--- config.mk ---
export PLATFORM = sky130hd
export DESIGN_NAME = cau_setup
export DESIGN_NICKNAME = d
export VERILOG_FILES = /design/src/hw/rtl/cau_pkg.sv /design/src/hw/rtl/cau_setup.sv
export SDC_FILE = /design/constraint.sdc
export NUM_CORES = 1
export LEC_CHECK = 0
export BUFFER_PORTS_ARGS = -buffer_cell sky130_fd_sc_hd__buf_2
export CAP_MARGIN = 30
export CORE_AREA = 2 2 360 362
export DETAILED_ROUTE_END_ITERATION = 12
export DIE_AREA = 0 0 362 364
export PLACE_DENSITY = 0.37
export SLEW_MARGIN = 5
export SYNTH_ARGS = -nofsm -noshare
export SYNTH_HDL_FRONTEND = slang
export SYNTH_SLANG_ARGS = --single-unit
--- constraint.sdc ---
create_clock -name clock -period 5.5 [get_ports clock]
set_input_delay 1.1 -clock clock [delete_from_list [all_inputs] [get_ports clock]]
set_output_delay 1.1 -clock clock [all_outputs]
set_load 0.02 [all_outputs]
--- src/hw/rtl/cau_pkg.sv ---
`timescale 1ns / 1ps
`default_nettype none
// ----------------------------------------------------------------------------
// cau_pkg
// Shared types, widths, operation codes and the saturation helper of the
// complex arithmetic unit.
// ----------------------------------------------------------------------------
package cau_pkg;

   localparam int WORD_BITS     = 32;
   localparam int FRACTION_BITS = 16;
   localparam int PROD_BITS     = 2 * WORD_BITS;
   localparam int SUM_BITS      = 2 * WORD_BITS + 1;
   localparam int NUM_BITS      = PROD_BITS + FRACTION_BITS;
   localparam int ROOT_REM_BITS = WORD_BITS + 2;

   typedef enum logic [2:0] {
      OP_ADD  = 3'd0,
      OP_SUB  = 3'd1,
      OP_MUL  = 3'd2,
      OP_DIV  = 3'd3,
      OP_NEG  = 3'd4,
      OP_CONJ = 3'd5,
      OP_MAG  = 3'd6
   } cau_op_type;

   typedef enum logic [1:0] {
      ST_OK        = 2'd0,
      ST_SATURATED = 2'd1,
      ST_DIV_ZERO  = 2'd2
   } cau_status_type;

   typedef struct packed {
      logic [2:0]           operation;
      logic [WORD_BITS-1:0] a_re;
      logic [WORD_BITS-1:0] a_im;
      logic [WORD_BITS-1:0] b_re;
      logic [WORD_BITS-1:0] b_im;
   } cau_req_type;

   typedef struct packed {
      logic [WORD_BITS-1:0] result_re;
      logic [WORD_BITS-1:0] result_im;
      logic [1:0]           status;
   } cau_rsp_type;

   // products and the short add/sub/negate/conjugate values
   typedef struct packed {
      logic                 valid;
      logic [2:0]           op;
      logic [PROD_BITS-1:0] rr;
      logic [PROD_BITS-1:0] ii;
      logic [PROD_BITS-1:0] ri;
      logic [PROD_BITS-1:0] ir;
      logic [PROD_BITS-1:0] sx;
      logic [PROD_BITS-1:0] sy;
      logic [WORD_BITS:0]   simp_re;
      logic [WORD_BITS:0]   simp_im;
   } cau_prod_type;

   typedef struct packed {
      logic                 valid;
      logic [2:0]           op;
      logic [SUM_BITS-1:0]  mre;
      logic [SUM_BITS-1:0]  mim;
      logic [SUM_BITS-1:0]  nre;
      logic [SUM_BITS-1:0]  nim;
      logic [PROD_BITS-1:0] sq;
      logic [WORD_BITS:0]   simp_re;
      logic [WORD_BITS:0]   simp_im;
   } cau_sum_type;

   // state carried through the divide / square-root iterations
   typedef struct packed {
      logic                     valid;
      logic [2:0]               op;
      logic [WORD_BITS-1:0]     fix_re;
      logic [WORD_BITS-1:0]     fix_im;
      logic                     fix_sat;
      logic                     dz;
      logic                     ovf_re;
      logic                     ovf_im;
      logic                     neg_re;
      logic                     neg_im;
      logic [PROD_BITS-1:0]     den;
      logic [PROD_BITS-1:0]     rem_re;
      logic [PROD_BITS-1:0]     rem_im;
      logic [WORD_BITS-1:0]     low_re;
      logic [WORD_BITS-1:0]     low_im;
      logic [WORD_BITS-1:0]     q_re;
      logic [WORD_BITS-1:0]     q_im;
      logic [PROD_BITS-1:0]     sq_x;
      logic [ROOT_REM_BITS-1:0] sq_rem;
      logic [WORD_BITS-1:0]     sq_root;
   } cau_work_type;

   typedef struct packed {
      logic                 sat;
      logic [WORD_BITS-1:0] value;
   } cau_sat_type;

   function automatic cau_sat_type sat_word(input logic [SUM_BITS-1:0] v);
      logic signed [SUM_BITS-1:0] hi;
      logic signed [SUM_BITS-1:0] lo;
      cau_sat_type                r;
      hi = {{(SUM_BITS-WORD_BITS+1){1'b0}}, {(WORD_BITS-1){1'b1}}};
      lo = {{(SUM_BITS-WORD_BITS+1){1'b1}}, {(WORD_BITS-1){1'b0}}};
      r.sat   = 1'b0;
      r.value = v[WORD_BITS-1:0];
      if ($signed(v) > hi) begin
         r.sat   = 1'b1;
         r.value = hi[WORD_BITS-1:0];
      end else if ($signed(v) < lo) begin
         r.sat   = 1'b1;
         r.value = lo[WORD_BITS-1:0];
      end
      return r;
   endfunction

endpackage
`default_nettype wire

--- src/hw/rtl/cau_setup.sv ---
`timescale 1ns / 1ps
`default_nettype none
// ----------------------------------------------------------------------------
// cau_setup
// Finishes the short operations and prepares the divide and root iterations.
// ----------------------------------------------------------------------------
module cau_setup (
   input  wire logic                 clock,
   input  wire logic                 reset,
   input  wire cau_pkg::cau_sum_type in_sum,
   output cau_pkg::cau_work_type     out_work
);

   localparam int W  = cau_pkg::WORD_BITS;
   localparam int F  = cau_pkg::FRACTION_BITS;
   localparam int P  = cau_pkg::PROD_BITS;
   localparam int S  = cau_pkg::SUM_BITS;
   localparam int NB = cau_pkg::NUM_BITS;

   cau_pkg::cau_work_type work_ff, work_in;
   cau_pkg::cau_sat_type  s_re, s_im;
   logic [S-1:0]          v_re, v_im, abs_re, abs_im;
   logic [NB-1:0]         n_re, n_im;
   logic [P-1:0]          top_re, top_im;

   always_comb begin
      if (in_sum.op == cau_pkg::OP_MUL) begin
         // arithmetic shift of two's complement is the floor
         v_re = $signed(in_sum.mre) >>> F;
         v_im = $signed(in_sum.mim) >>> F;
      end else begin
         v_re = {{(S-W-1){in_sum.simp_re[W]}}, in_sum.simp_re};
         v_im = {{(S-W-1){in_sum.simp_im[W]}}, in_sum.simp_im};
      end
      s_re = cau_pkg::sat_word(v_re);
      s_im = cau_pkg::sat_word(v_im);

      abs_re = in_sum.nre[S-1] ? -in_sum.nre : in_sum.nre;
      abs_im = in_sum.nim[S-1] ? -in_sum.nim : in_sum.nim;
      n_re   = {abs_re[P-1:0], {F{1'b0}}};
      n_im   = {abs_im[P-1:0], {F{1'b0}}};
      top_re = P'(n_re[NB-1:W]);
      top_im = P'(n_im[NB-1:W]);

      work_in.valid   = in_sum.valid;
      work_in.op      = in_sum.op;
      work_in.fix_re  = s_re.value;
      work_in.fix_im  = s_im.value;
      work_in.fix_sat = s_re.sat | s_im.sat;
      work_in.dz      = (in_sum.sq == '0);
      // quotient would need more than a word
      work_in.ovf_re  = (top_re >= in_sum.sq);
      work_in.ovf_im  = (top_im >= in_sum.sq);
      work_in.neg_re  = in_sum.nre[S-1];
      work_in.neg_im  = in_sum.nim[S-1];
      work_in.den     = in_sum.sq;
      work_in.rem_re  = top_re;
      work_in.rem_im  = top_im;
      work_in.low_re  = n_re[W-1:0];
      work_in.low_im  = n_im[W-1:0];
      work_in.q_re    = '0;
      work_in.q_im    = '0;
      work_in.sq_x    = in_sum.sq;
      work_in.sq_rem  = '0;
      work_in.sq_root = '0;
   end

   always_ff @(posedge clock) begin
      if (reset) begin
         work_ff <= '0;
      end else begin
         work_ff <= work_in;
      end
   end

   assign out_work = work_ff;

endmodule
`default_nettype wire

After elaboration in Yosys (flattened, before gate mapping)
Cells that the tools add are included.
Storage, ports and cells
  flip-flop bits (word level): 460
  word-level logic and storage cells: 46
Operators by class
  reduce and logical (&&, ||, !) cells: 3
  equality and inequality tests: 1
  add/subtract/negate cells: 2
  $lt $le $gt $ge: 6
  multiplexer cells: 8
  bitwise logic cells: 1
Operator list (number)
  33-bit two-way mux: 4
  65-bit by 32-bit greater-than comparator with 1-bit output (second input constant): 2
  65-bit by 32-bit < comparator with 1-bit output (second input constant): 2
  65-bit two-way mux: 2
  48-bit by 64-bit >= comparator with 1-bit output: 2
  64-bit two-way mux: 2
  64-bit negator: 2
  64-bit logical NOT: 1
  2-bit OR reduction: 2
  3-bit by 2-bit == test with 1-bit output (second input constant): 1
  1-bit OR: 1

Logic depth before layout (Yosys ltp)
Gate-level depths: netlist of the first run.
  depth in word-level cells: 6
  gate-level depth with buffers: 15
  depth with buffers taken out: 14

Worst setup path after synthesis of the first run
Ideal clock, no wire load.
  path type: input port to flip-flop
  from: input port in_sum[228] in the netlist's numbering
  to: register work_ff (netlist bit out_work[453])
  buffers on the path: 1
  stages: 13
  arrival: 4.373 ns
  slack: 1.011 ns
  library setup time: 0.116 ns
  cell sequence: or4_4 > or3_4 > or4_4 > buf_6 > o31ai_1 > xnor2_1 > ha_1 > a21o_1 > a221oi_1 > o21ai_0 > a221oi_1 > o41ai_1 > a41o_1
On the way
  cells in the longest elaborated chain, start to end: 3
RTL lines
  start, declared: RTL line cau_setup.sv:10  | input wire cau_pkg::cau_sum_type in_sum,
  64-bit negator: RTL line cau_setup.sv:38  | abs_re = in_sum.nre[S-1] ? -in_sum.nre : in_sum.nre;
  64-bit two-way mux: RTL line cau_setup.sv:38
  net abs_re[45]: RTL line cau_setup.sv:22  | logic [S-1:0] v_re, v_im, abs_re, abs_im;
  48-bit by 64-bit >= comparator with 1-bit output: RTL line cau_setup.sv:52  | work_in.ovf_re = (top_re >= in_sum.sq);
  end signal, assigned: RTL line cau_setup.sv:72  | work_ff <= work_in;
  end, declared: RTL line cau_setup.sv:20  | cau_pkg::cau_work_type work_ff, work_in;
The timed path passes the listed nets, and every way through them passes these cells.
A chain may end at the register's enable or synchronous reset.

Worst setup path after layout of the first run
  from: input port in_sum[195] in the netlist's numbering
  to: register work_ff (netlist bit out_work[453])
Same word-level chain as after synthesis.

==> reports/metrics.cfg, run 1 <==
[cells_and_area]
mostFrequentLayoutCell = buf_2
layout_common_cells = buf_2, dfxtp_1, conb_1
final_util = 0.167
drive_gt1_frac = 0.356
largest_reg_flops = 266
postLayoutCellArea_um2 = 21400
fin_nets = 2951
syn_to_final_growth_pct = 40.9

[global_route]
grt_max_degree = 78
grt_usage = 0.133
grt_use_met1 = 0.167
busiest_layer = met2
met3_usage = 0.0352
antenna_found_initial = 27
grt_pass1_wl_mm = 119
met2_usage = 0.226
gr-total-overflow = 0
grt_pass1_vias = 13982

[logic_synthesis]
postSynthAreaPerCell_um2 = 8.56
synth_top_area_cell = dfxtp_1
synth_area_um2 = 15200
yosys-top-cells-area = dfxtp_1, buf_4, ha_1
synth_top_area_share = 0.350
ys_types = 62
synth-main-ff-cell = dfxtp_1
yosysSeqAreaShare = 0.350
synth_edf_count = 0
synth_xor_area_frac = 0.0714
synthCells = 1777
synth_mux_area_frac = 0.00132
synth_fa_ha_area_frac = 0.0806
yosys.area_share.simple = 0.194
synth_compound_area_frac = 0.140
yosys_warnings = 0
synth_top_family_by_area = simple AND/OR/NAND/NOR gates
ys_ff_latch = 266
synthArstFlopShare = 0

[timing]
hold-worst-slack_ns = 0.740
final_hold_viol_count = 0
max_slew.worst_pin.slew_ns = 1.07
period_minus_slack_ns = 5.08
max_clock_freq_ghz = 0.197
setup_violations = 0
maxSlewHeadroom = 0.284
rsz0062_at_grt = false
period_share = 0.924
slew_violations = 0

[clock_network]
clkTransAtPathRegs_ns = 0.06
ctsHoldBuffers = 0
cts_tree = done
cts_max_level = 2
cts_root_buf = clkbuf_16
cts_buffers = 40
cts_sinks = 266
cts_buffer_depth = 3

[power_and_ir_drop]
p_per_area_nw_per_um2 = 298
leakage_uw = 0.0101
intPower_uw = 4220
pwr-share-comb = 0.240
p_switching_uw = 2180
seq_power_share = 0.333
finalPower_uw = 6390
swShare = 0.341
clockPowerShare = 0.427
peakVddDrop_mv = 0.188

[critical_path]
crit_arrival_ns = 5.55
crit_chain = buf_2 -> inv_1 -> ha_1 -> or4b_1 -> nand4b_1 -> buf_4 -> or2_2 -> o31ai_1 -> xnor2_1 -> ha_1 -> and4_1 -> a2111oi_0 -> o21ai_0 -> buf_4 -> a211oi_1 -> buf_4 -> o41ai_1 -> buf_12 -> a41o_1
critical_path_buf_inv_count = 6
crit_top_cell = buf_4
endpoint_kind = flip-flop
critPathMaxStageDelay_ns = 0.50
path_class = primary input to flip-flop
critPathMaxFanout = 4
cp-start-kind = primary input
cp_top_family = compound AO/OA/AOI/OAI gates
required_ns = 5.97
critPathSlowestCell = a211oi_1

[floorplan]
rows = 132
ioPinCount = 920
die_area_um2 = 132000
start_util = 0.119
die_w_um = 362
die_y_um = 364
coreArea_um2 = 128000

[drt]
dr_total_vias = 14712
antenna_left = 0
first_iter_violations = 812
drc_errors = 0
via_per_inst = 3.53
wl_mm = 92.2
routedWlPerCell_um = 22.1
first_pass_iters = 7

[hold_path]
min_path_type = primary input to flip-flop

[place]
detailed_place_hpwl_mm = 78.9
port_buffers = 693
routabilityCongestion = 0.818
placed_area_um2 = 20000

[flow_run]
drv_cap = 0

[run_status]
outcome = finished, final reports clean

[final timing paths]
path / from / endpoint / slack (ns) / cells past startpoint
max: in_sum[195] / out_work[453]$_SDFF_PP0_ / 0.42 / 19
min: in_sum[118] / out_work[118]$_SDFF_PP0_ / 0.74 / 2
[synthesized netlist by cell type, types with 44 or more instances]
cell type / number
a21o_1: 71
buf_4: 258
nand2_1: 173
nor2b_1: 121
ha_1: 98
o21ai_0: 44
xnor2_1: 94
a21oi_1: 93
nor2_1: 104
clkbuf_1: 74
dfxtp_1: 266
o31ai_1: 45
inv_1: 60
[power groups by stage]
| stage | logic (uW) | registers (uW) | clock network, uW |
|---|---|---|---|
| finish | 1530 | 2130 | 2730 |
| floorplan | 779 | 2340 | 0 |
| global route | 1670 | 2140 | 2940 |
| CTS | 1570 | 2130 | 2880 |
| global placement | 1560 | 2170 | 0 |
| detailed placement | 1560 | 2170 | 0 |
[logic make-up (layout without fill, tap and decap cells)]
kind of cell / Yosys count / in the layout
AND/OR/NAND/NOR: 572 / 572
XOR/XNOR: 124 / 124
buffers and inverters: 397 / 915
multiplexers: 2 / 2
adder cells (fa/ha/maj): 98 / 98
other: 1 / 204
AO/OA/AOI/OAI: 317 / 317
flip-flops: 266 / 266
[metal layers]
| metal | share of wire | vias up |
|---|---|---|
| li1 | - | 7025 |
| met2 | 0.47 | 702 |
| met1 | 0.43 | 6871 |
| met5 | 0.0015 | - |
| met3 | 0.077 | 92 |
| met4 | 0.019 | 22 |
[through the flow]
step	instances	worst slack (ns)	TNS (ns)
after global routing	4163	0.0412	0
after global placement	4089	-0.503	-0.785
after CTS	4162	0.0960	0
after floorplan	1970	1.01	0
after detailed placement	4089	-0.527	-0.974
final	4173	0.417	0
[timing repair]
action,in CTS,in global routing
buffers inserted,0,1
resized for setup,0,1
endpoints found under the setup margin,0,2
[cell type report]
type / count / area (um^2)
fill: 14712 / 107000
multi-input combinational: 1307 / 8190
sequential: 266 / 5330
timing repair buffer: 782 / 4220
tap: 1675 / 2100
clock buffer: 51 / 1110
clock inverter: 22 / 244
inverter: 60 / 225
antenna: 10 / 25.0
Note: power is estimated with default switching activity, not from simulation.
==> inputs of run 2 (changes only) <==
Settings changed: PLACE_DENSITY 0.37 to not set.
==> reports/metrics.cfg, run 2 (synthesized netlist as in run 1, its figures left out) <==
[critical_path]
critPathMaxStageDelay_ns = 0.63
critPathMaxFanout = 3
crit_chain = buf_2 -> inv_1 -> ha_1 -> or4b_2 -> nor2_1 -> buf_4 -> nand3_1 -> o41ai_1 -> xor2_1 -> ha_1 -> nand2b_1 -> a2111oi_0 -> o311ai_0 -> buf_4 -> a211o_1 -> a211oi_1 -> o41ai_1
endpoint_kind = flip-flop
critical_path_buf_inv_count = 4
path_class = primary input to flip-flop
cp-start-kind = primary input
path_depth = 17
crit_arrival_ns = 5.46
cp_top_family = compound AO/OA/AOI/OAI gates
critPathSlowestCell = or4b_2
required_ns = 5.95

[floorplan]
start_util = 0.119
die_area_um2 = 132000
coreArea_um2 = 128000
die_w_um = 362
ioPinCount = 920
rows = 132
die_y_um = 364

[place]
dpl_worst_slack_ns = -0.187
routabilityCongestion = 0.813
port_buffers = 693
detailed_place_hpwl_mm = 81.9

[cells_and_area]
mostFrequentLayoutCell = buf_2
syn_to_final_growth_pct = 40.2
layout_common_cells = buf_2, dfxtp_1, conb_1
fin_nets = 2936
drive_gt1_frac = 0.351
largest_reg_flops = 266

[clock_network]
cts_buffer_depth = 3
post_cts_buffers = 0
ctsHoldBuffers = 0
cts_max_level = 2
cts_tree = done
cts_buffers = 39
cts_sinks = 266
cts_root_buf = clkbuf_16
post_cts_resized = 0
clkTransAtPathRegs_ns = 0.06

[drt]
dr_total_vias = 14966
antenna_left = 0
drc_errors = 0
wl_mm = 94.5
via_per_inst = 3.60
routedWlPerCell_um = 22.8
first_pass_iters = 5
first_iter_violations = 876

[timing]
maxSlewHeadroom = 0.355
period_share = 0.912
rsz0062_at_grt = false
setup_violations = 0
layout_setup_ws_ns = 0.484
max_clock_freq_ghz = 0.199
slew_violations = 0
final_hold_viol_count = 0
max_slew.worst_pin.slew_ns = 0.961
tns_ns = 0
period_minus_slack_ns = 5.02

[hold_path]
worstHoldPathCells = 2
min_path_type = primary input to flip-flop

[power_and_ir_drop]
clockPowerShare = 0.438
pwr-share-comb = 0.238
leakage_uw = 0.0101
intPower_uw = 4310
swShare = 0.339
peakVddDrop_mv = 0.197
seq_power_share = 0.325
p_per_area_nw_per_um2 = 306
p_switching_uw = 2220

[global_route]
grt_usage = 0.135
busiest_layer = met2
met2_usage = 0.218
gr-total-overflow = 0
grt_pass1_wl_mm = 119
grt_pass1_vias = 13770
antenna_found_initial = 48
grt_use_met1 = 0.164
met3_usage = 0.0483
grt_max_degree = 82

[flow_run]
drv_cap = 0

[run_status]
outcome = finished, final reports clean

-- run 2: per-stage QoR --
stage,std cells,hold WS (ns),instance area [um^2],power [uW],utilization
CTS,4144,0.648,21300,6690,0.166
global placement,4073,1.32,19900,3730,0.155
floorplan,1970,1.23,15900,3120,-
detailed placement,4076,1.33,19900,3740,0.155
global route,4148,0.678,21300,6860,0.166
finish,4152,0.715,21300,6530,0.166
-- run 2: per-layer routing --
layer  share of wire  routed length, um
met1            0.41              38700
met5          0.0025                238
met4           0.037               3450
met3           0.098               9240
met2            0.45              42900
-- run 2: layout make-up --
type,instances,area (um^2)
Fill cell,14537,107000
Multi-Input combinational cell,1307,8170
Sequential cell,266,5330
Timing Repair Buffer,768,4080
Tap cell,1675,2100
Clock buffer,44,1030
Clock inverter,24,370
Inverter,60,225
Antenna cell,8,20.0
-- run 2: path summary, 6_finish.rpt --
kind / start / endpoint / slack [ns]
max: in_sum[130] / out_work[452]$_SDFF_PP0_ / 0.48
min: in_sum[393] / out_work[523]$_SDFF_PP0_ / 0.72
-- run 2: power by group through the flow --
stage                     Clock [uW]  Sequential, uW  Combinational [uW]
final                           2860            2120                1550
after global routing            3040            2130                1690
after CTS                       2990            2120                1580
after detailed placement           0            2160                1580
after global placement             0            2160                1570
after floorplan                    0            2340                 779
