==> src/hw/rtl/cau_pkg.sv <==
`timescale 1ns / 1ps
`default_nettype none
// ----------------------------------------------------------------------------
// cau_pkg
// Shared types, widths, operation codes and the saturation helper of the
// complex arithmetic unit.
// ----------------------------------------------------------------------------
package cau_pkg;

   localparam int WORD_BITS     = 32;
   localparam int FRACTION_BITS = 16;
   localparam int PROD_BITS     = 2 * WORD_BITS;
   localparam int SUM_BITS      = 2 * WORD_BITS + 1;
   localparam int NUM_BITS      = PROD_BITS + FRACTION_BITS;
   localparam int ROOT_REM_BITS = WORD_BITS + 2;

   typedef enum logic [2:0] {
      OP_ADD  = 3'd0,
      OP_SUB  = 3'd1,
      OP_MUL  = 3'd2,
      OP_DIV  = 3'd3,
      OP_NEG  = 3'd4,
      OP_CONJ = 3'd5,
      OP_MAG  = 3'd6
   } cau_op_type;

   typedef enum logic [1:0] {
      ST_OK        = 2'd0,
      ST_SATURATED = 2'd1,
      ST_DIV_ZERO  = 2'd2
   } cau_status_type;

   typedef struct packed {
      logic [2:0]           operation;
      logic [WORD_BITS-1:0] a_re;
      logic [WORD_BITS-1:0] a_im;
      logic [WORD_BITS-1:0] b_re;
      logic [WORD_BITS-1:0] b_im;
   } cau_req_type;

   typedef struct packed {
      logic [WORD_BITS-1:0] result_re;
      logic [WORD_BITS-1:0] result_im;
      logic [1:0]           status;
   } cau_rsp_type;

   // products and the short add/sub/negate/conjugate values
   typedef struct packed {
      logic                 valid;
      logic [2:0]           op;
      logic [PROD_BITS-1:0] rr;
      logic [PROD_BITS-1:0] ii;
      logic [PROD_BITS-1:0] ri;
      logic [PROD_BITS-1:0] ir;
      logic [PROD_BITS-1:0] sx;
      logic [PROD_BITS-1:0] sy;
      logic [WORD_BITS:0]   simp_re;
      logic [WORD_BITS:0]   simp_im;
   } cau_prod_type;

   typedef struct packed {
      logic                 valid;
      logic [2:0]           op;
      logic [SUM_BITS-1:0]  mre;
      logic [SUM_BITS-1:0]  mim;
      logic [SUM_BITS-1:0]  nre;
      logic [SUM_BITS-1:0]  nim;
      logic [PROD_BITS-1:0] sq;
      logic [WORD_BITS:0]   simp_re;
      logic [WORD_BITS:0]   simp_im;
   } cau_sum_type;

   // state carried through the divide / square-root iterations
   typedef struct packed {
      logic                     valid;
      logic [2:0]               op;
      logic [WORD_BITS-1:0]     fix_re;
      logic [WORD_BITS-1:0]     fix_im;
      logic                     fix_sat;
      logic                     dz;
      logic                     ovf_re;
      logic                     ovf_im;
      logic                     neg_re;
      logic                     neg_im;
      logic [PROD_BITS-1:0]     den;
      logic [PROD_BITS-1:0]     rem_re;
      logic [PROD_BITS-1:0]     rem_im;
      logic [WORD_BITS-1:0]     low_re;
      logic [WORD_BITS-1:0]     low_im;
      logic [WORD_BITS-1:0]     q_re;
      logic [WORD_BITS-1:0]     q_im;
      logic [PROD_BITS-1:0]     sq_x;
      logic [ROOT_REM_BITS-1:0] sq_rem;
      logic [WORD_BITS-1:0]     sq_root;
   } cau_work_type;

   typedef struct packed {
      logic                 sat;
      logic [WORD_BITS-1:0] value;
   } cau_sat_type;

   function automatic cau_sat_type sat_word(input logic [SUM_BITS-1:0] v);
      logic signed [SUM_BITS-1:0] hi;
      logic signed [SUM_BITS-1:0] lo;
      cau_sat_type                r;
      hi = {{(SUM_BITS-WORD_BITS+1){1'b0}}, {(WORD_BITS-1){1'b1}}};
      lo = {{(SUM_BITS-WORD_BITS+1){1'b1}}, {(WORD_BITS-1){1'b0}}};
      r.sat   = 1'b0;
      r.value = v[WORD_BITS-1:0];
      if ($signed(v) > hi) begin
         r.sat   = 1'b1;
         r.value = hi[WORD_BITS-1:0];
      end else if ($signed(v) < lo) begin
         r.sat   = 1'b1;
         r.value = lo[WORD_BITS-1:0];
      end
      return r;
   endfunction

endpackage
`default_nettype wire

==> src/hw/rtl/cau_step.sv <==
`timescale 1ns / 1ps
`default_nettype none
// ----------------------------------------------------------------------------
// cau_step
// One registered iteration: a quotient bit for each divide lane and one
// root bit for the square root.
// ----------------------------------------------------------------------------
module cau_step (
   input  wire logic                  clock,
   input  wire logic                  reset,
   input  wire cau_pkg::cau_work_type in_work,
   output cau_pkg::cau_work_type      out_work
);

   localparam int W  = cau_pkg::WORD_BITS;
   localparam int P  = cau_pkg::PROD_BITS;
   localparam int RB = cau_pkg::ROOT_REM_BITS;

   cau_pkg::cau_work_type work_ff, work_in;
   logic [P:0]    r2_re, r2_im, dd;
   logic [RB+1:0] r4, t;

   always_comb begin
      work_in = in_work;
      dd      = {1'b0, in_work.den};

      r2_re = {in_work.rem_re, in_work.low_re[W-1]};
      r2_im = {in_work.rem_im, in_work.low_im[W-1]};
      work_in.low_re = {in_work.low_re[W-2:0], 1'b0};
      work_in.low_im = {in_work.low_im[W-2:0], 1'b0};
      if (r2_re >= dd) begin
         work_in.rem_re = P'(r2_re - dd);
         work_in.q_re   = {in_work.q_re[W-2:0], 1'b1};
      end else begin
         work_in.rem_re = r2_re[P-1:0];
         work_in.q_re   = {in_work.q_re[W-2:0], 1'b0};
      end
      if (r2_im >= dd) begin
         work_in.rem_im = P'(r2_im - dd);
         work_in.q_im   = {in_work.q_im[W-2:0], 1'b1};
      end else begin
         work_in.rem_im = r2_im[P-1:0];
         work_in.q_im   = {in_work.q_im[W-2:0], 1'b0};
      end

      r4 = {in_work.sq_rem, in_work.sq_x[P-1:P-2]};
      t  = (RB+2)'({in_work.sq_root, 2'b01});
      work_in.sq_x = {in_work.sq_x[P-3:0], 2'b00};
      if (r4 >= t) begin
         work_in.sq_rem  = RB'(r4 - t);
         work_in.sq_root = {in_work.sq_root[W-2:0], 1'b1};
      end else begin
         work_in.sq_rem  = r4[RB-1:0];
         work_in.sq_root = {in_work.sq_root[W-2:0], 1'b0};
      end
   end

   always_ff @(posedge clock) begin
      if (reset) begin
         work_ff <= '0;
      end else begin
         work_ff <= work_in;
      end
   end

   assign out_work = work_ff;

endmodule
`default_nettype wire

==> config.mk <==
export PLATFORM = sky130hd
export DESIGN_NAME = cau_step
export DESIGN_NICKNAME = d
export VERILOG_FILES = /design/src/hw/rtl/cau_pkg.sv /design/src/hw/rtl/cau_step.sv
export SDC_FILE = /design/constraint.sdc
export NUM_CORES = 1
export LEC_CHECK = 0
export ABC_AREA = 1
export ABC_CLOCK_PERIOD_IN_PS = 2390
export CAP_MARGIN = 20
export CORE_AREA = 2 2 413 415
export CTS_BUF_LIST = sky130_fd_sc_hd__clkbuf_4
export DETAILED_ROUTE_END_ITERATION = 8
export DIE_AREA = 0 0 415 417
export DONT_BUFFER_PORTS = 1
export GPL_ROUTABILITY_DRIVEN = 0
export MAX_ROUTING_LAYER = met4
export SETUP_SLACK_MARGIN = 0.05
export SYNTH_ARGS = -nofsm -noshare
export SYNTH_HDL_FRONTEND = slang
export SYNTH_SLANG_ARGS = --single-unit
==> constraint.sdc <==
create_clock -name clock -period 2.39 [get_ports clock]
set_clock_uncertainty 0.2 [all_clocks]
set_input_delay 0.3585 -clock clock [delete_from_list [all_inputs] [get_ports clock]]
set_output_delay 0.3585 -clock clock [all_outputs]
set_load 0.005 [all_outputs]
==> results of run 1 <==
[cell families after synthesis]
group                    after synthesis
AO/OA/AOI/OAI                        222
adder cells (fa/ha/maj)              164
other                                  1
flip-flops                           520
AND/OR/NAND/NOR                     2860
buffers and inverters               1229
XOR/XNOR                              81
[Yosys cell counts (9+ instances only)]
master / instances
a21oi_1: 140
buf_2: 23
buf_4: 10
buf_6: 14
clkbuf_1: 53
dfxtp_1: 520
ha_1: 162
inv_1: 1111
inv_2: 11
nand2_1: 1573
nand2_2: 13
nand3_1: 124
nand3b_1: 117
nand4_1: 28
nor2_1: 930
nor2_2: 25
nor3_1: 26
o21ai_0: 63
o21bai_1: 9
xor2_1: 77
[metrics by stage]
stage	TNS, ns	instances	setup WS [ns]
2_1_floorplan	0	5080	0.0863
3_3_place_gp	-78.96	7951	-0.622
3_5_place_dp	-79.42	7951	-0.640
==> impl_summary.txt, run 1 <==
----------------------------------------------------
[Status]
  Result of the run ... did not finish
  Failing step ... clock tree synthesis (4_1_cts)
  First error line in the log ... [ERROR RSZ-0060] Max buffer count reached.

[Synthesis]
  Largest area contributor in the synthesized netlist ... dfxtp_1
  Main combinational cell family by area after synthesis ... simple AND/OR/NAND/NOR gates
  Distinct cell type count after synthesis ... 42
  Portion of synthesized cell area occupied by the leading cell type ... 0.338
  Adder-cell share of the synthesized area ... 0.0671
  Mapped Area ... 0.0308 mm^2
  Top flip-flop cell by instance count after synthesis ... dfxtp_1
  Post-synthesis sequential element count ... 520
  XOR/XNOR share of the synthesized area ... 0.0230
  Share of the synthesized area in compound gates (AO/OA/AOI/OAI) ... 0.0376
  Synth Warn # ... 0
  Average size of a mapped cell ... 6.06 um^2
  EDFF count, synth ... 0
  Cells taking the most area after synthesis ... dfxtp_1, nand2_1, inv_1
  Mux cell area share after synthesis ... 0
  Gate count of the mapped netlist ... 5077
  Fraction of registers with async set or reset after synthesis ... 0
  Basic-gate share of the synthesized area counting and, or, nand and nor cells ... 0.378
  Sequential area share after synthesis ... 0.338

[Clock tree]
  Hold_buf cts ... 1642
  Clock root cell ... clkbuf_4
  H-tree levels ... 4
  Worst-case clock buffer depth ... 3
  Number of clock buffers inserted by TritonCTS ... 153
  CTS sink cnt ... 520
  Number of setup buffers added after CTS ... 0
  Number of cells upsized or downsized after cts ... 106

[Place]
  Area of placed instances ... 0.0391 mm^2
  HPWL after detailed placement ... 150000 um
  Number of port buffers ... 0

[Floorplan]
  Starting density of the core ... 0.183
  DIE HEIGHT ... 417 um
  Die Wd ... 415 um
  Cell Rows ... 151
  Count of boundary I/O pins ... 1050

----------------------------------------------------
==> run 2, diff against run 1 <==
Settings changed: ABC_CLOCK_PERIOD_IN_PS 2390 to 3100, CORE_AREA 2 2 413 415 to 2 2 411 413, CTS_BUF_LIST sky130_fd_sc_hd__clkbuf_4 to unset, DIE_AREA 0 0 415 417 to 0 0 413 415, MAX_ROUTING_LAYER met4 to unset, PLACE_DENSITY_LB_ADDON set to 0.15, SETUP_SLACK_MARGIN 0.05 to unset.
Clock period 2.39 ns to 3.1 ns, I/O delays scaled along.
==> run 2 against run 1 <==
  * The run now ends clean
  * Synthesized area unchanged
  * Synthesized cell count unchanged
==> impl_summary.txt, run 2 <==
----------------------------------------------------
[Drt]
  TritonRoute pass-1 iters ... 6
  Via Count ... 34917
  Detail Route Antenna Nets ... 0
  DRC marker count from the first detailed-route iteration ... 2427
  Via count normalized by instance count ... 4.09
  Wire length per cell ... 23.4 um
  Total length of routed wires ... 199000 um
  DRC errors left ... 0

[Critical path]
  Required time of the worst setup path ... 3.46 ns
  Capture point of the worst path ... out_work[376]
  Worst path arrival time ... 3.41 ns
  Critical Path Fanout Max ... 4
  Path type of the worst setup path ... primary input to flop
  Crit path cell chain ... dlygate4sd3_1, inv_1, ha_1, fa_1, nor2_1, nand2_1, nand3_1, nand2_1, nand3_1, nand3_1, nand3_1, nand2_1, nor2_1, nor2_1
  Slowest-stage cell, CP ... dlygate4sd3_1
  Biggest cell delay along the critical path ... 0.58 ns
  Startpoint types ... primary input
  Crit path capture type ... flop
  Cell with the most instances on the worst path ... nand3_1
  Critical path launch point ... in_work[257]

[Timing]
  Worst path setup slack after routing ... 0.0553 ns
  Number of max-slew violations in the final report ... 0
  Unrepaired setup endpoints after global routing ... no
  Final worst-path cycle share ... 0.982
  Final period demand of the worst path ... 3.04 ns
  Measured slew at the worst slew-check pin ... 1.24 ns
  Rel. slew slack ... 0.173
  Final Hold Violating Endpoints ... 0
  Achievable Freq ... 328 MHz
  Setup TNS after final layout ... 0 ns
  Number of setup violations in the final report ... 0

[Finish]
  Post-layout instance count excluding filler cells ... 8536
  Number of flip-flops in the largest register ... 520
  Most common cell after layout, fill and taps aside ... nand2_1
  Area of all placed cells without fillers ... 0.0468 mm^2
  Signed area change from the synthesized netlist to the final layout ... 51.9%
  Net count of the finished layout ... 6946
  Ratio of cells with drive above 1 in the final layout ... 0.110
  Highest-count cells in the layout ignoring fill and taps ... nand2_1, inv_1, nor2_1, dlygate4sd3_1, dfxtp_1

[Clock tree]
  Clock root cell ... clkbuf_16 (was clkbuf_4)
  Number of clock buffers inserted by TritonCTS ... 67 (was 153)
  CTS sink cnt ... 520 (unchanged)
  Number of setup buffers added after CTS ... 0 (unchanged)
  CTS tree ... done
  Clock-pin slew on the worst setup and hold paths ... 0.06 ns
  H-tree levels ... 3 (was 4)
  Worst-case clock buffer depth ... 3 (unchanged)

[GRT]
  Initial antenna violation count ... 45
  Global-route usage over all layers ... 0.225
  Vias in the first global route ... 35292
  Largest net degree at the start of global routing ... 209
  Leftover overflow at the end of global routing ... 0
  Global-route wire length before repair ... 269000 um

[Synthesis]
  Synth Warn # ... 0 (unchanged)
  Gate count of the mapped netlist ... 5077 (unchanged)
  Mapped Area ... 0.0308 mm^2 (unchanged)
  EDFF count, synth ... 0 (unchanged)
  Distinct cell type count after synthesis ... 42 (unchanged)
  Sequential area share after synthesis ... 0.338 (unchanged)
  Largest area contributor in the synthesized netlist ... dfxtp_1 (unchanged)
  Leading post-synthesis cells by instance count ... nand2_1, inv_1, nor2_1, dfxtp_1, ha_1 (unchanged)
  Portion of synthesized cell area occupied by the leading cell type ... 0.338 (unchanged)
  Cells taking the most area after synthesis ... dfxtp_1, nand2_1, inv_1 (unchanged)
  Fraction of registers with async set or reset after synthesis ... 0 (unchanged)
  Average size of a mapped cell ... 6.06 um^2 (unchanged)
  Post-synthesis sequential element count ... 520 (unchanged)
  Top-count cell post-synth ... nand2_1 (unchanged)
  Top flip-flop cell by instance count after synthesis ... dfxtp_1 (unchanged)

[Pwr]
  Net switching share of the total power ... 0.334
  Power density relative to cell area ... 478 mW/mm^2
  Net Sw Power ... 7.47 mW
  Clock share of power ... 0.389
  Internal ... 14.9 mW
  Static Leak ... 25.5 nW
  Sequential Power Share ... 0.349
  Relative contribution of combinational cells to total power ... 0.262
  VDD IR-drop max ... 0.000440 V

[Status]
  Result of the run ... completed (was did not finish)

[Floorplan]
  Die Wd ... 413 um (was 415 um)
  Core area ... 0.167 mm^2
  Starting density of the core ... 0.185 (was 0.183)
  Cell Rows ... 150 (was 151)
  Count of boundary I/O pins ... 1050 (unchanged)
  Floorplan die area ... 0.171 mm^2
  DIE HEIGHT ... 415 um (was 417 um)

[Place]
  Number of port buffers ... 0 (unchanged)
  HPWL after detailed placement ... 162000 um (was 150000 um)
  Area of placed instances ... 0.0370 mm^2 (was 0.0391 mm^2)
  Instance count after placement with tap cells included ... 7676 (was 7951)
  Placement Setup Slack ... -0.337 ns (was -0.640 ns)

[Hold path]
  Worst hold path class ... primary input to flop

[Run]
  Reported max-cap violation count ... 0

----------------------------------------------------
## run 2: cell counts after synthesis
No cell type changed its count.
## run 2: area by class of cell
| class | instances | area [um^2] |
|---|---|---|
| sequential | 520 | 10400 |
| clock inverter | 31 | 520 |
| multi-input combinational | 3331 | 15700 |
| tap | 2204 | 2760 |
| antenna | 24 | 60.1 |
| fill | 18683 | 120000 |
| timing repair buffer | 1211 | 11200 |
| inverter | 1125 | 4240 |
| clock buffer | 90 | 1890 |
## run 2: cell families (layout without fill, tap and decap cells)
family | count (synthesis) | in the layout | synth area share
xor gates and xnor gates | 81 | 81 | 0.0230
and+or+nand+nor | 2860 | 2860 | 0.378
AOI/OAI and AO/OA | 222 | 222 | 0.0376
DFF | 520 | 520 | 0.338
other | 1 | 28 | 0.000122
buffers and inverters | 1229 | 2457 | 0.156
adders and majority gates | 164 | 164 | 0.0671
## run 2: metrics by stage
step	utilization	hold WS, ns	total power, mW
global placement	0.222	0.366	13.0
global route	0.280	0.0361	23.4
floorplan	-	0.372	10.3
finish	0.281	0.0451	22.4
detailed placement	0.222	0.370	12.9
CTS	0.280	0.00525	22.6
## run 2: how the worst min path moves through the flow
stage | from | endpoint | slack [ns] | cells past startpoint
after floorplan | in_work[98] | out_work[100] | 0.37 | 2
after global placement | reset | out_work[418] | 0.37 | 1
after detailed placement | reset | out_work[418] | 0.37 | 1
after CTS | in_work[326] | out_work[327] | 0.005 | 4
after global routing | in_work[386] | out_work[322] | 0.04 | 5
final | in_work[404] | out_work[404] | 0.05 | 3
## run 2: timing repair
action                     4_1_cts  5_1_grt
gates resized for setup          0       30
hold buffers                   713        2
setup endpoints to repair        0       76
hold endpoints to repair       517        1
## run 2: power groups by stage
| stage | sequential (mW) | combinational, mW | clock [mW] |
|---|---|---|---|
| 2_1_floorplan | 7.56 | 2.79 | 0 |
| 3_3_place_gp | 7.99 | 4.96 | 0 |
| 3_5_place_dp | 7.97 | 4.96 | 0 |
| 4_1_cts | 7.84 | 5.83 | 8.97 |
| 5_1_grt | 7.83 | 6.42 | 9.19 |
| 6_report | 7.80 | 5.85 | 8.71 |
## run 2: worst max-delay path, delay by kind of cell
kind | cells | cell delay, ns
simple gates | 10 | 1.61
buf+inv | 2 | 0.68
fa+ha+maj | 2 | 0.63
## run 2: metal layers
metal	vias to the layer above	part of all wire	track usage
li1	17283	-	-
met2	1181	0.51	0.412
met4	8	0.038	0.0754
met5	-	0.00019	0
met3	234	0.064	0.0503
met1	16211	0.39	0.252
(Power assumes the default switching activity.)
==> run 3, diff against run 2 <==
Settings changed: ABC_CLOCK_PERIOD_IN_PS 3100 to 3800, PLACE_DENSITY set to 0.34, PLACE_DENSITY_LB_ADDON 0.15 to unset.
Clock period 3.1 ns to 3.8 ns, I/O delays scaled along.
==> run 3 against run 2 <==
  * Critical path depth grew 3
  * The run now ends with max-slew violations left
  * First-iteration DRC count shrank 2.7%
  * Sequential power down 18%
  * Sequential cell count stayed put
  * Critical endpoint is now out_work[259]
  * Largest power group unchanged
  * Utilization decreased by 3.5 points
  * Count of clock-buffer cells in the layout fell by 14
  * Design area shrank 13%
  * Power is 25% lower
==> impl_summary.txt, run 3 (synthesis results as in run 2) <==
----------------------------------------------------
[Status]
  Result of the run ... complete, but fails checks (was completed)
  Violated checks ... max-slew violations

[Floorplan]
  Cell Rows ... 150 (unchanged)
  Starting density of the core ... 0.185 (unchanged)
  Floorplan die area ... 0.171 mm^2 (unchanged)
  Die Wd ... 413 um (unchanged)
  DIE HEIGHT ... 415 um (unchanged)
  Count of boundary I/O pins ... 1050 (unchanged)
  Core area ... 0.167 mm^2 (unchanged)

[Finish]
  Layout filler cell count ... 19028 (was 18683)
  Highest-count cells in the layout ignoring fill and taps ... nand2_1, inv_1, nor2_1, dfxtp_1, dlygate4sd3_1 (was nand2_1, inv_1, nor2_1, dlygate4sd3_1, dfxtp_1)
  Net count of the finished layout ... 6299 (was 6946)
  Number of flip-flops in the largest register ... 520 (unchanged)
  Combined area of the multi-input logic cells ... 0.0156 mm^2 (was 0.0157 mm^2)
  Post-layout instance count excluding filler cells ... 7891 (was 8536)
  Ratio of cells with drive above 1 in the final layout ... 0.0452 (was 0.110)
  Register cell area after layout ... 0.0104 mm^2 (unchanged)
  Most common cell after layout, fill and taps aside ... nand2_1 (unchanged)
  Signed area change from the synthesized netlist to the final layout ... 32.9% (was 51.9%)

[Pwr]
  Relative contribution of combinational cells to total power ... 0.238 (was 0.262)
  Sequential Power Share ... 0.379 (was 0.349)
  Power density relative to cell area ... 411 mW/mm^2 (was 478 mW/mm^2)
  Clock share of power ... 0.383 (was 0.389)
  VDD IR-drop max ... 0.000389 V (was 0.000440 V)
  Static Leak ... 22.0 nW (was 25.5 nW)
  Net switching share of the total power ... 0.347 (was 0.334)
  Net Sw Power ... 5.84 mW (was 7.47 mW)
  Internal ... 11.0 mW (was 14.9 mW)

[GRT]
  Leftover overflow at the end of global routing ... 0 (unchanged)
  Initial antenna violation count ... 44 (was 45)
  Largest net degree at the start of global routing ... 287 (was 209)
  Vias in the first global route ... 32059 (was 35292)
  Global-route usage over all layers ... 0.225 (about the same)
  Global-route wire length before repair ... 267000 um (was 269000 um)

[Clock tree]
  Clock-pin slew on the worst setup and hold paths ... 0.06 ns (about the same)
  CTS tree ... done (unchanged)
  Number of clock buffers inserted by TritonCTS ... 61 (was 67)
  Clock root cell ... clkbuf_16 (unchanged)
  Number of setup buffers added after CTS ... 0 (unchanged)
  H-tree levels ... 2 (was 3)
  Worst-case clock buffer depth ... 3 (unchanged)
  CTS sink cnt ... 520 (unchanged)

[Hold path]
  Worst hold path class ... primary input to flop (unchanged)
  Endpoint, Worst Hold ... out_work[421] (was out_work[404])
  Cells on Worst Hold Path ... 2 (was 3)
  Beginning of the worst hold path ... reset (was in_work[404])

[Timing]
  Final worst-path cycle share ... 0.967
  Rel. slew slack ... -0.492 (was 0.173)
  Final Hold Violating Endpoints ... 0 (unchanged)
  Number of setup violations in the final report ... 0 (unchanged)
  Final period demand of the worst path ... 3.67 ns
  Setup TNS after final layout ... 0 ns (unchanged)
  Unrepaired setup endpoints after global routing ... no (unchanged)
  Measured slew at the worst slew-check pin ... 2.24 ns (was 1.24 ns)
  Achievable Freq ... 272 MHz
  Number of max-slew violations in the final report ... 212 (was 0)

[Critical path]
  Required time of the worst setup path ... 4.25 ns (was 3.46 ns)
  Crit path capture type ... flop (unchanged)
  Critical Path Fanout Max ... 21 (was 4)
  Startpoint types ... primary input (unchanged)
  Worst path arrival time ... 4.13 ns (was 3.41 ns)
  Path type of the worst setup path ... primary input to flop (unchanged)

[Place]
  Number of port buffers ... 0 (unchanged)
  Instance count after placement with tap cells included ... 7256 (was 7676)
  HPWL after detailed placement ... 163000 um (was 162000 um)

[Drt]
  Total length of routed wires ... 200000 um (was 199000 um)
  Wire length per cell ... 25.3 um (was 23.4 um)
  Via count normalized by instance count ... 4.14 (was 4.09)
  DRC errors left ... 0 (unchanged)
  Detail Route Antenna Nets ... 0 (unchanged)
  Via Count ... 32691 (was 34917)
  DRC marker count from the first detailed-route iteration ... 2362 (was 2427)
  TritonRoute pass-1 iters ... 6 (unchanged)

[Run]
  Reported max-cap violation count ... 0 (unchanged)

----------------------------------------------------
## run 3: cell types whose count changed in the layout (fill, tap and decap cells not counted), sizes merged
cell	before	now
clkbuf	90	76
buf	497	77
bufinv	10	7
dlygate4sd3	714	493
inv	1128	1129
clkinv	14	21
clkinvlp	4	5
diode	24	28
## run 3: worst max-delay path by stage
stage	start	endpoint	slack, ns	cells after the start
detailed placement	in_work[405]	out_work[270]	0.24	16
global placement	in_work[449]	out_work[377]	0.25	15
floorplan	in_work[411]	out_work[380]	1.28	17
global route	in_work[405]	out_work[259]	0.009	17
finish	in_work[404]	out_work[259]	0.13	17
CTS	in_work[405]	out_work[259]	0.14	17
## run 3: area by class of cell
type,instances,area share
inverters,1125,0.103
repair buffers,570,0.138
clock inverters,37,0.0112
clock buffers,76,0.0419
well taps,2204,0.0674
flip-flops and latches,520,0.255
multi-input cells,3331,0.382
diodes,28,0.00171
## run 3: stage by stage
| stage | hold slack (ns) | power, mW | cell area, um^2 | setup WS, ns | util |
|---|---|---|---|---|---|
| global route | 0.00714 | 17.7 | 40900 | 0.00886 | 0.245 |
| global placement | 0.472 | 10.0 | 33700 | 0.249 | 0.202 |
| floorplan | 0.477 | 8.44 | 30800 | 1.28 | - |
| finish | 0.0289 | 16.8 | 40900 | 0.127 | 0.245 |
| CTS | 0.000494 | 17.1 | 40800 | 0.139 | 0.245 |
| detailed placement | 0.471 | 9.99 | 33700 | 0.236 | 0.202 |
## run 3: what timing repair did
item | in CTS | in global routing
resized for setup | 0 | 3
endpoints found under the hold margin | 507 | 0
hold buffers | 494 | 0
setup endpoints to repair | 0 | 1
## run 3: per-layer routing
| metal | track usage | wire length, um | part of all wire | vias to the layer above |
|---|---|---|---|---|
| met5 | 0 | 74 | 0.00037 | - |
| met4 | 0.0773 | 7660 | 0.038 | 12 |
| met3 | 0.0443 | 12400 | 0.062 | 193 |
| met2 | 0.399 | 97900 | 0.49 | 1193 |
| met1 | 0.266 | 82000 | 0.41 | 15316 |
| li1 | - | - | - | 15977 |
## run 3: power groups by stage
stage | clock [mW] | combinational, mW | sequential (mW)
3_3_place_gp | 0 | 3.48 | 6.53
2_1_floorplan | 0 | 2.27 | 6.17
5_1_grt | 6.85 | 4.43 | 6.39
4_1_cts | 6.67 | 4.01 | 6.40
6_report | 6.44 | 4.01 | 6.38
3_5_place_dp | 0 | 3.48 | 6.51
## run 3: worst max-delay path, stage by stage
cell           delay (ns)
dlygate4sd3_1        0.55
inv_1                0.40
ha_1                 0.38
nand2_1              0.19
nor2_2               0.08
nand2_1              0.09
inv_1                0.07
nand2_1              0.12
nor2_2               0.06
nand3_1              0.12
nand2_1              0.11
nor2_4               0.22
nand2_4              0.13
inv_4                0.29
nor2_1               0.07
nor2_1               0.10
dlygate4sd3_1        0.55
